[src/rtl/core/pidc_pkg.sv]
// Shared types, constants and saturation helpers for the PID controller step.
`timescale 1ns / 1ps

package pidc_pkg;

  localparam int DataW = 32;
  localparam int AccW = 48;
  localparam int DtW = 21;
  localparam logic [DtW-1:0] DtDefault = 21'd1049;

  // Configuration register indexes.
  localparam logic [2:0] REG_GAIN_P = 3'd0;
  localparam logic [2:0] REG_GAIN_I = 3'd1;
  localparam logic [2:0] REG_GAIN_D = 3'd2;
  localparam logic [2:0] REG_FILT_COEF = 3'd3;
  localparam logic [2:0] REG_OUT_LIMIT = 3'd4;
  localparam logic [2:0] REG_AW_ENABLE = 3'd5;

  typedef struct packed {
    logic start;
    logic sh20;
  } mul_req_t;

  typedef struct packed {
    logic start;
    logic sh20;
  } div_req_t;

  function automatic logic signed [31:0] sat32(input logic signed [65:0] x);
    logic signed [31:0] r;
    if (x > 66'sd2147483647) begin
      r = 32'sh7FFF_FFFF;
    end else if (x < -66'sd2147483648) begin
      r = 32'sh8000_0000;
    end else begin
      r = x[31:0];
    end
    return r;
  endfunction

  function automatic logic signed [47:0] sat48(input logic signed [65:0] x);
    logic signed [47:0] r;
    if (x > 66'sd140737488355327) begin
      r = 48'sh7FFF_FFFF_FFFF;
    end else if (x < -66'sd140737488355328) begin
      r = 48'sh8000_0000_0000;
    end else begin
      r = x[47:0];
    end
    return r;
  endfunction

endpackage

[src/rtl/core/pidc_mul.sv]
// Shared multiplier: 16-bit digit serial product with floor shift and saturation.
`timescale 1ns / 1ps

module pidc_mul import pidc_pkg::*; (
  input  logic               clk,
  input  logic               rst,
  input  mul_req_t           req,
  input  logic signed [63:0] a,
  input  logic signed [33:0] b,
  output logic               done,
  output logic signed [63:0] res
);

  typedef enum logic [1:0] {M_IDLE, M_ACC, M_FIN1, M_FIN2} mstate_t;

  mstate_t     state;
  logic [63:0] ma;
  logic [33:0] mb;
  logic        neg;
  logic        sh20;
  logic [97:0] acc;
  logic [1:0]  cnt;
  logic [81:0] q;
  logic [49:0] part;
  logic [81:0] shifted;
  logic        rem_nz;

  assign part = ma[63:48] * mb;

  always_comb begin
    if (sh20) begin
      shifted = {4'b0, acc[97:20]};
      rem_nz  = |acc[19:0];
    end else begin
      shifted = acc[97:16];
      rem_nz  = |acc[15:0];
    end
  end

  always_ff @(posedge clk) begin
    done <= 1'b0;
    if (rst) begin
      state <= M_IDLE;
    end else begin
      unique case (state)
        M_IDLE: begin
          if (req.start) begin
            ma    <= a[63] ? 64'(-a) : 64'(a);
            mb    <= b[33] ? 34'(-b) : 34'(b);
            neg   <= a[63] ^ b[33];
            sh20  <= req.sh20;
            acc   <= '0;
            cnt   <= '0;
            state <= M_ACC;
          end
        end
        M_ACC: begin
          acc <= {acc[81:0], 16'b0} + {48'b0, part};
          ma  <= {ma[47:0], 16'b0};
          cnt <= cnt + 2'd1;
          if (cnt == 2'd3) begin
            state <= M_FIN1;
          end
        end
        M_FIN1: begin
          // Floor of a negative product: round the magnitude up.
          q     <= shifted + {81'b0, neg & rem_nz};
          state <= M_FIN2;
        end
        M_FIN2: begin
          if (|q[81:63]) begin
            res <= neg ? 64'sh8000_0000_0000_0000 : 64'sh7FFF_FFFF_FFFF_FFFF;
          end else begin
            res <= neg ? -$signed(q[63:0]) : $signed(q[63:0]);
          end
          done  <= 1'b1;
          state <= M_IDLE;
        end
        default: state <= M_IDLE;
      endcase
    end
  end

endmodule

[src/rtl/core/pidc_div.sv]
// Serial restoring divider: trunc(num * 2^sh / den) with sign and saturation.
`timescale 1ns / 1ps

module pidc_div import pidc_pkg::*; (
  input  logic               clk,
  input  logic               rst,
  input  div_req_t           req,
  input  logic [47:0]        num,
  input  logic               neg_in,
  input  logic [31:0]        den_in,
  output logic               done,
  output logic signed [50:0] res
);

  typedef enum logic [1:0] {D_IDLE, D_RUN, D_FIN} dstate_t;

  dstate_t     state;
  logic [67:0] dvd;
  logic [31:0] den;
  logic [32:0] rem;
  logic [49:0] q;
  logic        over;
  logic        neg;
  logic [6:0]  cnt;
  logic [32:0] rem_sh;
  logic        fits;

  assign rem_sh = {rem[31:0], dvd[67]};
  assign fits   = rem_sh >= {1'b0, den};

  always_ff @(posedge clk) begin
    done <= 1'b0;
    if (rst) begin
      state <= D_IDLE;
    end else begin
      unique case (state)
        D_IDLE: begin
          if (req.start) begin
            dvd   <= req.sh20 ? {num, 20'b0} : {4'b0, num, 16'b0};
            den   <= den_in;
            neg   <= neg_in;
            rem   <= '0;
            q     <= '0;
            over  <= 1'b0;
            cnt   <= '0;
            state <= D_RUN;
          end
        end
        D_RUN: begin
          // A quotient past 50 bits only ever feeds a saturating clamp.
          if (q[49]) begin
            over <= 1'b1;
          end
          if (fits) begin
            rem <= rem_sh - {1'b0, den};
            q   <= {q[48:0], 1'b1};
          end else begin
            rem <= rem_sh;
            q   <= {q[48:0], 1'b0};
          end
          dvd <= {dvd[66:0], 1'b0};
          cnt <= cnt + 7'd1;
          if (cnt == 7'd67) begin
            state <= D_FIN;
          end
        end
        D_FIN: begin
          if (over) begin
            res <= neg ? {1'b1, 50'b0} : {1'b0, {50{1'b1}}};
          end else begin
            res <= neg ? -$signed({1'b0, q}) : $signed({1'b0, q});
          end
          done  <= 1'b1;
          state <= D_IDLE;
        end
        default: state <= D_IDLE;
      endcase
    end
  end

endmodule

[src/rtl/core/pid_controller_step.sv]
// PID controller step: sequencer, state registers and configuration.
//
// One input transaction on s_* carries an error sample, a step length and a
// feedforward term; it yields exactly one drive value on m_*. Gains, filter
// coefficient, output limit and anti-windup enable are written on the cfg_*
// port; the user must write them only while the block is idle, and the block
// itself does not enforce it. A sequencer steps one shared digit-serial
// multiplier and one serial divider through the terms. An unfiltered first
// step skips the derivative, the filtered derivative uses only the multiplier,
// the unfiltered one adds a divide, and the anti-windup correction adds its
// gain division; the divider sets the worst case. One item is in work at a
// time: s_tready is high only while the sequencer is idle. The finished
// value sits in an output register, so the next item is accepted while
// m_tvalid waits on m_tready; a stalled receiver only holds the block once
// that register is still full when the next result is ready. Synchronous
// reset restores the default gains, clears the integrator, filter state and
// previous error, and marks the next step as the first one.
`timescale 1ns / 1ps

module pid_controller_step import pidc_pkg::*; (
  input  logic        clk,
  input  logic        rst,
  input  logic        s_tvalid,
  output logic        s_tready,
  input  logic [87:0] s_tdata,   // error_value[31:0], time_step[52:32], feedforward[84:53]
  output logic        m_tvalid,
  input  logic        m_tready,
  output logic [31:0] m_tdata,   // drive[31:0]
  input  logic        cfg_we,
  input  logic [2:0]  cfg_index,
  input  logic [31:0] cfg_data
);

  typedef enum logic [4:0] {
    S_IDLE, S_P, S_P_W, S_I1, S_I1_W, S_I2, S_I2_W, S_TG, S_TG_W, S_RT, S_RT_W,
    S_DL, S_DL_W, S_DX, S_DX_W, S_DV, S_DV_W, S_SUM, S_KW, S_KW_W, S_A1, S_A1_W,
    S_A2, S_A2_W, S_SUM2, S_OUT
  } state_t;

  state_t state;

  logic signed [31:0] gain_p, gain_i, gain_d, filt_coef;
  logic [30:0]        output_limit;
  logic               aw_en;

  logic signed [31:0] err, ff, p_term, d_term, u_raw, u_sat, fstate, prev_err, drive;
  logic [DtW-1:0]     dt;
  logic signed [47:0] acc;
  logic               first;
  logic signed [63:0] tmp, kaw;

  mul_req_t           mul_req;
  logic signed [63:0] mul_a, mul_res;
  logic signed [33:0] mul_b;
  logic               mul_done;
  div_req_t           div_req;
  logic [47:0]        div_num;
  logic               div_neg;
  logic [31:0]        div_den;
  logic signed [50:0] div_res;
  logic               div_done;

  logic signed [33:0] gap, diff, sat_err, dt_op;
  logic [63:0]        tmp_mag;
  logic [31:0]        gi_mag;
  logic signed [65:0] sum_all;
  logic signed [31:0] u_raw_c, u_sat_c, lim;
  logic signed [47:0] acc_plus;
  logic signed [31:0] f_next;
  logic               filt_on, aw_on;

  pidc_mul u_mul (
    .clk  (clk),
    .rst  (rst),
    .req  (mul_req),
    .a    (mul_a),
    .b    (mul_b),
    .done (mul_done),
    .res  (mul_res)
  );

  pidc_div u_div (
    .clk    (clk),
    .rst    (rst),
    .req    (div_req),
    .num    (div_num),
    .neg_in (div_neg),
    .den_in (div_den),
    .done   (div_done),
    .res    (div_res)
  );

  assign s_tready = (state == S_IDLE) && !rst;
  assign m_tdata  = drive;

  assign filt_on = !filt_coef[31] && (|filt_coef);
  assign aw_on   = aw_en && !gain_p[31] && (|gain_p) && (|output_limit);

  assign gap     = $signed(tmp[33:0]) - {{2{fstate[31]}}, fstate};
  assign diff    = {{2{err[31]}}, err} - {{2{prev_err[31]}}, prev_err};
  assign sat_err = {{2{u_sat[31]}}, u_sat} - {{2{u_raw[31]}}, u_raw};
  assign dt_op   = {13'b0, dt};
  assign tmp_mag = tmp[63] ? 64'(-tmp) : 64'(tmp);
  assign gi_mag  = gain_i[31] ? 32'(-gain_i) : 32'(gain_i);

  assign sum_all = {{34{p_term[31]}}, p_term} + {{18{acc[47]}}, acc}
                 + {{34{d_term[31]}}, d_term} + {{34{ff[31]}}, ff};
  assign u_raw_c = sat32(sum_all);
  assign lim     = $signed({1'b0, output_limit});

  always_comb begin
    if (lim != 32'sd0 && u_raw_c > lim) begin
      u_sat_c = lim;
    end else if (lim != 32'sd0 && u_raw_c < -lim) begin
      u_sat_c = -lim;
    end else begin
      u_sat_c = u_raw_c;
    end
  end

  assign acc_plus = sat48({{18{acc[47]}}, acc} + {{2{mul_res[63]}}, mul_res});
  assign f_next   = sat32({{34{fstate[31]}}, fstate} + {{2{mul_res[63]}}, mul_res});

  // Operand selection for the shared units.
  always_comb begin
    mul_req = '0;
    mul_a   = '0;
    mul_b   = '0;
    div_req = '0;
    div_num = '0;
    div_neg = 1'b0;
    div_den = '0;
    unique case (state)
      S_P: begin
        mul_req.start = 1'b1;
        mul_a = {{32{gain_p[31]}}, gain_p};
        mul_b = {{2{err[31]}}, err};
      end
      S_I1: begin
        mul_req.start = 1'b1;
        mul_a = {{32{gain_i[31]}}, gain_i};
        mul_b = {{2{err[31]}}, err};
      end
      S_I2, S_DL, S_A2: begin
        mul_req.start = 1'b1;
        mul_req.sh20  = 1'b1;
        mul_a = tmp;
        mul_b = dt_op;
      end
      S_TG: begin
        mul_req.start = 1'b1;
        mul_a = {{32{gain_d[31]}}, gain_d};
        mul_b = {{2{err[31]}}, err};
      end
      S_RT: begin
        mul_req.start = 1'b1;
        mul_a = {{32{filt_coef[31]}}, filt_coef};
        mul_b = gap;
      end
      S_DX: begin
        mul_req.start = 1'b1;
        mul_a = {{32{gain_d[31]}}, gain_d};
        mul_b = diff;
      end
      S_A1: begin
        mul_req.start = 1'b1;
        mul_a = kaw;
        mul_b = sat_err;
      end
      S_DV: begin
        div_req.start = 1'b1;
        div_req.sh20  = 1'b1;
        div_num = tmp_mag[47:0];
        div_neg = tmp[63];
        div_den = {11'b0, dt};
      end
      S_KW: begin
        div_req.start = 1'b1;
        div_num = {16'b0, gi_mag};
        div_neg = gain_i[31];
        div_den = gain_p;
      end
      default: ;
    endcase
  end

  always_ff @(posedge clk) begin
    if (rst) begin
      state        <= S_IDLE;
      m_tvalid     <= 1'b0;
      gain_p       <= 32'sh0001_0000;
      gain_i       <= '0;
      gain_d       <= '0;
      filt_coef    <= '0;
      output_limit <= '0;
      aw_en        <= 1'b0;
      acc          <= '0;
      fstate       <= '0;
      prev_err     <= '0;
      first        <= 1'b1;
    end else begin
      if (cfg_we) begin
        unique case (cfg_index)
          REG_GAIN_P:    gain_p       <= cfg_data;
          REG_GAIN_I:    gain_i       <= cfg_data;
          REG_GAIN_D:    gain_d       <= cfg_data;
          REG_FILT_COEF: filt_coef    <= cfg_data;
          REG_OUT_LIMIT: output_limit <= cfg_data[30:0];
          REG_AW_ENABLE: aw_en        <= cfg_data[0];
          default: ;
        endcase
      end

      // In S_OUT the output register is handled by the state itself.
      if (m_tready && state != S_OUT) begin
        m_tvalid <= 1'b0;
      end

      unique case (state)
        S_IDLE: begin
          if (s_tvalid) begin
            err   <= s_tdata[31:0];
            dt    <= (s_tdata[52:32] == '0) ? DtDefault : s_tdata[52:32];
            ff    <= s_tdata[84:53];
            state <= S_P;
          end
        end
        S_P:  state <= S_P_W;
        S_P_W: begin
          if (mul_done) begin
            p_term <= sat32({{2{mul_res[63]}}, mul_res});
            state  <= S_I1;
          end
        end
        S_I1: state <= S_I1_W;
        S_I1_W: begin
          if (mul_done) begin
            tmp   <= mul_res;
            state <= S_I2;
          end
        end
        S_I2: state <= S_I2_W;
        S_I2_W: begin
          if (mul_done) begin
            acc <= acc_plus;
            if (filt_on) begin
              state <= S_TG;
            end else if (first) begin
              d_term <= '0;
              state  <= S_SUM;
            end else begin
              state <= S_DX;
            end
          end
        end
        S_TG: state <= S_TG_W;
        S_TG_W: begin
          if (mul_done) begin
            tmp   <= 64'(sat32({{2{mul_res[63]}}, mul_res}));
            state <= S_RT;
          end
        end
        S_RT: state <= S_RT_W;
        S_RT_W: begin
          if (mul_done) begin
            tmp   <= mul_res;
            state <= S_DL;
          end
        end
        S_DL: state <= S_DL_W;
        S_DL_W: begin
          if (mul_done) begin
            fstate <= f_next;
            d_term <= f_next;
            state  <= S_SUM;
          end
        end
        S_DX: state <= S_DX_W;
        S_DX_W: begin
          if (mul_done) begin
            tmp   <= mul_res;
            state <= S_DV;
          end
        end
        S_DV: state <= S_DV_W;
        S_DV_W: begin
          if (div_done) begin
            d_term <= sat32(66'(div_res));
            state  <= S_SUM;
          end
        end
        S_SUM: begin
          u_raw    <= u_raw_c;
          u_sat    <= u_sat_c;
          prev_err <= err;
          first    <= 1'b0;
          state    <= aw_on ? S_KW : S_OUT;
        end
        S_KW: state <= S_KW_W;
        S_KW_W: begin
          if (div_done) begin
            kaw   <= 64'(div_res);
            state <= S_A1;
          end
        end
        S_A1: state <= S_A1_W;
        S_A1_W: begin
          if (mul_done) begin
            tmp   <= mul_res;
            state <= S_A2;
          end
        end
        S_A2: state <= S_A2_W;
        S_A2_W: begin
          if (mul_done) begin
            acc   <= acc_plus;
            state <= S_SUM2;
          end
        end
        S_SUM2: begin
          u_raw <= u_raw_c;
          u_sat <= u_sat_c;
          state <= S_OUT;
        end
        S_OUT: begin
          if (!m_tvalid || m_tready) begin
            drive    <= u_sat;
            m_tvalid <= 1'b1;
            state    <= S_IDLE;
          end
        end
        default: state <= S_IDLE;
      endcase
    end
  end

endmodule

[config.mk]
export PLATFORM = sky130hd
export DESIGN_NAME = pid_controller_step
export DESIGN_NICKNAME = d
export VERILOG_FILES = /design/src/rtl/core/pidc_pkg.sv /design/src/rtl/core/pidc_mul.sv /design/src/rtl/core/pidc_div.sv /design/src/rtl/core/pid_controller_step.sv
export SDC_FILE = /design/constraint.sdc
export NUM_CORES = 2
export LEC_CHECK = 0
export BUFFER_PORTS_ARGS = -buffer_cell sky130_fd_sc_hd__buf_2
export CELL_PAD_IN_SITES_DETAIL_PLACEMENT = 0
export CELL_PAD_IN_SITES_GLOBAL_PLACEMENT = 1
export CORE_MARGIN = 4
export CORE_UTILIZATION = 40
export CTS_BUF_LIST = sky130_fd_sc_hd__clkbuf_8
export CTS_CLUSTER_DIAMETER = 100
export DETAILED_ROUTE_END_ITERATION = 16
export PLACE_DENSITY = 0.73
export SLEW_MARGIN = 20
export SYNTH_ARGS = -nofsm -noshare
export SYNTH_HDL_FRONTEND = slang
export SYNTH_SLANG_ARGS = --single-unit
export TNS_END_PERCENT = 10
[constraint.sdc]
create_clock -name clk -period 22.5 [get_ports clk]
set_input_delay 3.375 -clock clk [delete_from_list [all_inputs] [get_ports clk]]
set_output_delay 3.375 -clock clk [all_outputs]
set_load 0.05 [all_outputs]
== After elaboration in Yosys (flattened, before gate mapping) ==
Index checks and enable logic that the tools add are counted.

* Register bits after elaboration: 1233
* Input port bits: 128

* Magnitude comparators: 13
* $add $sub $neg: 20
* Multiplexer cells: 90
* Equality and inequality tests: 59
* Bitwise operators: 3
* Multipliers: 1
* Reductions and logical operators: 63

{| class="wikitable"
|+ Operator list
! kind !! number
|-
| two-way mux 32 bit || 17
|-
| two-way mux 64 bit || 7
|-
| one-hot mux 64 bit (6 select lines) || 1
|-
| one-hot mux 64 bit (2 select lines) || 2
|-
| one-hot mux 98 bit (2 select lines) || 1
|-
| one-hot mux 34 bit (5 select lines) || 1
|-
| two-way mux 51 bit || 3
|-
| two-way mux 48 bit || 3
|-
| two-way mux 68 bit || 2
|-
| one-hot mux 68 bit (2 select lines) || 1
|-
| one-hot mux 5 bit (26 select lines) || 1
|-
| negator 64 bit || 2
|-
| one-hot mux 32 bit (2 select lines) || 2
|-
| greater-than comparator 51 x 32 -> 1 bit (second input constant) || 2
|-
| less-than comparator 51 x 32 -> 1 bit (second input constant) || 2
|-
| one-hot mux 50 bit (2 select lines) || 1
|-
| adder 98 x 50 -> 98 bit || 1
|-
| two-way mux 98 bit || 1
|-
| one-hot mux 32 bit (3 select lines) || 1
|-
| one-hot mux 48 bit (2 select lines) || 1
|-
| adder 82 x 1 -> 82 bit || 1
|-
| two-way mux 82 bit || 1
|-
| two-way mux 5 bit || 15
|-
| subtractor 32 x 32 -> 33 bit || 2
|-
| other kinds (76) || 178
|}

== Depth between registers and ports, before layout ==
* Word-level depth: 10
* Gate-level depth with buffers: 36
* Mapped depth without buffers: 35

== Modules after synthesis ==
A second synthesis with hierarchy kept.

* Cells, all modules: 11157
* Area, all modules: 100508.9 um2

{| class="wikitable"
|+ Modules (own cells, without submodules)
! module !! instances !! cells an instance !! area an instance (um2) !! sequential area each (um2)
|-
| pid_controller_step || 1 || 5741 || 48911.9 || 16395.7
|-
| pidc_mul || 1 || 4283 || 39301.4 || 10450.0
|-
| pidc_div || 1 || 1133 || 12295.5 || 6846.6
|}

== Worst setup path after synthesis ==
No wires, ideal clock.

* Kind: input port to flip-flop
* From: in rst
* To: reg u_mul.acc[0] (enable)
* Buffers on the path: 3
* Path slack: 6597 ps
* Stages on the path: 4
* Data arrival time: 15014 ps
* Setup time: 889 ps
* Path through: clkbuf_1 -> clkbuf_1 -> clkbuf_1 -> nor3_1

* Longest elaborated chain between the ends: 2

{| class="wikitable"
|+ Ends and longest elaborated chain
! item !! line !! source
|-
| start: declaration || pid_controller_step.sv:22 || <nowiki>input logic rst,</nowiki>
|-
| NOT 1 bit (no line) || - ||
|-
| AND reduction 3 bit (no line) || - ||
|-
| end signal: assignment || pidc_mul.sv:58 || <nowiki>acc <= {acc[81:0], 16'b0} + {48'b0, part};</nowiki>
|-
| end: declaration || pidc_mul.sv:21 || <nowiki>logic [97:0] acc;</nowiki>
|}

Every way passes these cells.
A chain may end at the register's enable or synchronous reset.

== Worst setup path in the final report ==
* From: reg d_term[31]
* To: reg u_sat[5], data pin

* Longest elaborated chain between the ends: 9
* Elaborated cells between the ends (all ways): 12
* Classes of those cells: add/sub (2); order compare (4); mux (4); reduce/logical (2)

{| class="wikitable"
|+ Ends and longest elaborated chain
! item !! line !! source
|-
| start: declaration || pid_controller_step.sv:46 || <nowiki>logic signed [31:0] err, ff, p_term, d_term, u_raw, u_sat, fstate, prev_err, drive;</nowiki>
|-
| start signal: assignment || pid_controller_step.sv:274 || <nowiki>d_term <= f_next;</nowiki>
|-
| start signal: assignment || pid_controller_step.sv:288 || <nowiki>d_term <= sat32(66'(div_res));</nowiki>
|-
| adder 49 x 32 -> 50 bit (*) || pid_controller_step.sv:107 || <nowiki>+ {{34{d_term[31]}}, d_term} + {{34{ff[31]}}, ff};</nowiki>
|-
| adder 50 x 32 -> 51 bit (*) || pid_controller_step.sv:107 ||
|-
| less-than comparator 51 x 32 -> 1 bit || pidc_pkg.sv:33 || <nowiki>end else if (x < -66'sd2147483648) begin</nowiki>
|-
| two-way mux 32 bit || pidc_pkg.sv:33 ||
|-
| two-way mux 32 bit (*) || pidc_pkg.sv:31 || <nowiki>if (x > 66'sd2147483647) begin</nowiki>
|-
| net u_raw_c[17] || pid_controller_step.sv:67 || <nowiki>logic signed [31:0] u_raw_c, u_sat_c, lim;</nowiki>
|-
| less-than comparator 32 bit || pid_controller_step.sv:114 || <nowiki>end else if (lim != 32'sd0 && u_raw_c < -lim) begin</nowiki>
|-
| logical AND 1 bit || pid_controller_step.sv:114 ||
|-
| two-way mux 32 bit || pid_controller_step.sv:114 ||
|-
| two-way mux 31 bit (*) || pid_controller_step.sv:112 || <nowiki>if (lim != 32'sd0 && u_raw_c > lim) begin</nowiki>
|-
| net u_sat_c[5] || pid_controller_step.sv:67 ||
|-
| end signal: assignment || pid_controller_step.sv:294 || <nowiki>u_sat <= u_sat_c;</nowiki>
|-
| end signal: assignment || pid_controller_step.sv:322 || <nowiki>u_sat <= u_sat_c;</nowiki>
|-
| end: declaration || pid_controller_step.sv:46 ||
|}

Mark *: on every way through the listed nets, which the timed path passes. The rest lies on a longest branch.

==> metrics.yaml <==
antenna_found_initial: 16
cpMostUsedCell: "a21o_1"
routed_wl_um: 347000
startpoint_type: "flop"
cp-end-kind: "flop"
finalCritPeriodShare_pct: 54.2
synth_warnings: 0
async_flop_share_pct: 0
avgRoutedWirePerCell_um: 24.4
cts-resized-gates: 0
die_h_um: 504
cts_setup_buffers: 0
first_global_vias: 79713
cp_slowest_cell: "o21ai_0"
skew_ns: 0.0849
r2r_end: "u_sat[5]"
startpoint: "d_term[31]"
synthAdderAreaFrac_pct: 18.1
hpwl_um: 265000
start_util_pct: 40.3
cts_buffers: 218
die-area_mm2: 0.254
synthesis.instances: 10915
setup_violations: 0
synth_area_mm2: 0.0985
h-tree-depth: 4
dieWidth_um: 504
ys_ff_latch: 1217
clk_pin_slew_worst_paths_ns: 0.07
synth-xor-area-share_pct: 5.51
cap_violations: 0
vias_per_cell: 5.83
synth_top_family_by_area: "adder cells"
muxShareOfSynthArea_pct: 1.62
first_pass_iters: 7
final_cell_mix: "nand2_1, inv_1, edfxtp_1, a21oi_1, nor2_1"
synth_edf_count: 932
drc: 0
rsz0062_at_grt: "false"
slowest_delay_ns: 0.96
crit_arrival_ns: 12.96
clock_latency_ns: 1.03
r2r-start: "d_term[31]"
synth_top_area_cell: "edfxtp_1"
first_iter_violations: 9067
cts_sinks: 1217
gr-total-overflow: 0
ioPinCount: 162
maxSlewViolCount: 0
hold_viol: 0
fill_cells: 23815
antenna_left: 0
syn_nets: 12130
fin_tns_setup_ns: 0
grt_pass1_wl_um: 517000
post_synth_num_cell_types: 94
synth_compound_area_share_pct: 16.8
fin_nets: 12046
cts_tree: "yes"
rows: 181
final_common_cell: "nand2_1"
syn_avg_cell_area_um2: 9.02
crit_fanout: 23
required_ns: 23.26
worst_pin_slew_ns: 1.31
whs_path_depth: 0
grt_max_degree: 147
yosysTopAreaCellShare_pct: 28.4
timing.critical_path.to: "u_sat[5]"
fmaxAchievable_ghz: 0.0820
num_vias: 83086
fp.coreArea_mm2: 0.244
drive_gt1_share_pct: 7.05
rr_worst_depth: 32
synthSimpleGateAreaFrac_pct: 17.3
clockRootBuffer: "clkbuf_8"
crit_type: "reg2reg"
ys_seq_area_share_pct: 34.2
holdBufCountCts: 0
globalplace.congestion: 0.973
syn2layout_area_growth_pct: 8.28
outcome: "finished clean"
maxSlewHeadroom_pct: 12.0
synth_flop_cell: "edfxtp_1"
synthTopCellsByArea: "edfxtp_1, fa_1, ha_1"
cts_buffer_depth: 3
hold_path.class: "reg2reg"
r2r_setup_slack_ns: 10.30
finalWorstPathRequiredPeriod_ns: 12.20
port_buffers: 158
track_usage_pct: 26.6
[cell families after synthesis]
logic type                 Yosys count
buffers and inverters             1687
DFF                               1217
muxes                              153
AOI/OAI and AO/OA                 2574
and+or+nand+nor                   3577
adders and majority gates         1087
xor gates and xnor gates           620
[layer usage]
layer  wire [µm]  GRT usage, %  vias up
met1      153000          37.9    40974
met4       15200          10.4        8
met2      149000          39.7     3375
met5          61             0        -
met3       29900          5.03      584
li1            -             -    38145
[sequential cells by signal (all words and copies together) (netlist names), 34 cells and up]
signal,cells
u_div.dvd,52
tmp,64
u_mul.res,64
kaw,51
u_mul.q,82
u_div.res,51
u_div.q,50
u_mul.acc,98
acc,48
u_mul.ma,64
u_mul.mb,34
[final cells by class]
type	count	area, µm²	area share [%]
diodes	17	42.5	0.0399
clock buffers	225	3100	2.90
clock inverters	189	1220	1.14
inverters	1092	4110	3.85
multi-input cells	8011	58700	55.0
flip-flops and latches	1217	33700	31.6
well taps	3202	4010	3.76
repair buffers	291	1820	1.71
[synthesized netlist by cell type (all sizes together), types with 40 or more instances]
master	instances
o31ai	47
a22oi	52
and2	272
mux2i	105
ha	521
fa	566
a31oi	92
buf	54
nand3	180
a21o	297
xor2	259
edfxtp	932
nand4	129
o22ai	63
and3	85
o21a	55
a21oi	850
nor3b	48
dfxtp	285
a211oi	46
o21ai	477
nand2b	87
nand2	1435
nor4	128
o211ai	85
a222oi	41
xnor2	361
mux2	48
or3	77
nor3	235
nor2	666
o21bai	64
nor2b	67
o221ai	40
inv	1090
clkbuf	541
[critical path: cells and delay by family, from the launching register on]
| family | cells | cell delay [ns] |
|---|---|---|
| flip-flops | 1 | 0.38 |
| adder cells (fa/ha/maj) | 4 | 1.82 |
| AND/OR/NAND/NOR | 6 | 2.23 |
| buffers and inverters | 4 | 0.50 |
| AO/OA/AOI/OAI | 17 | 6.56 |
| multiplexers | 1 | 0.44 |
[worst min-delay path by stage]
stage            endpoint           from
5_1_grt           kaw[11]  u_div.res[11]
6_report          kaw[11]  u_div.res[11]
3_5_place_dp      kaw[25]  u_div.res[25]
2_1_floorplan  m_tdata[0]       u_sat[0]
3_3_place_gp      kaw[13]  u_div.res[13]
4_1_cts           kaw[11]  u_div.res[11]
[per-stage QoR]
stage,hold slack (ns),cell area (µm²),utilization (%),setup WS [ns],std cells
after floorplan,0.426,98500,-,6.60,10915
after global placement,0.436,102000,41.9,10.86,13812
after detailed placement,0.446,102000,41.9,10.79,13813
after CTS,0.382,107000,43.7,10.76,14227
after global routing,0.405,107000,43.7,10.01,14233
final,0.392,107000,43.7,10.30,14244
Power is left out: the tool's default activity adds up to more than one toggle a clock period on the data nets, which glitch-free logic cannot reach.
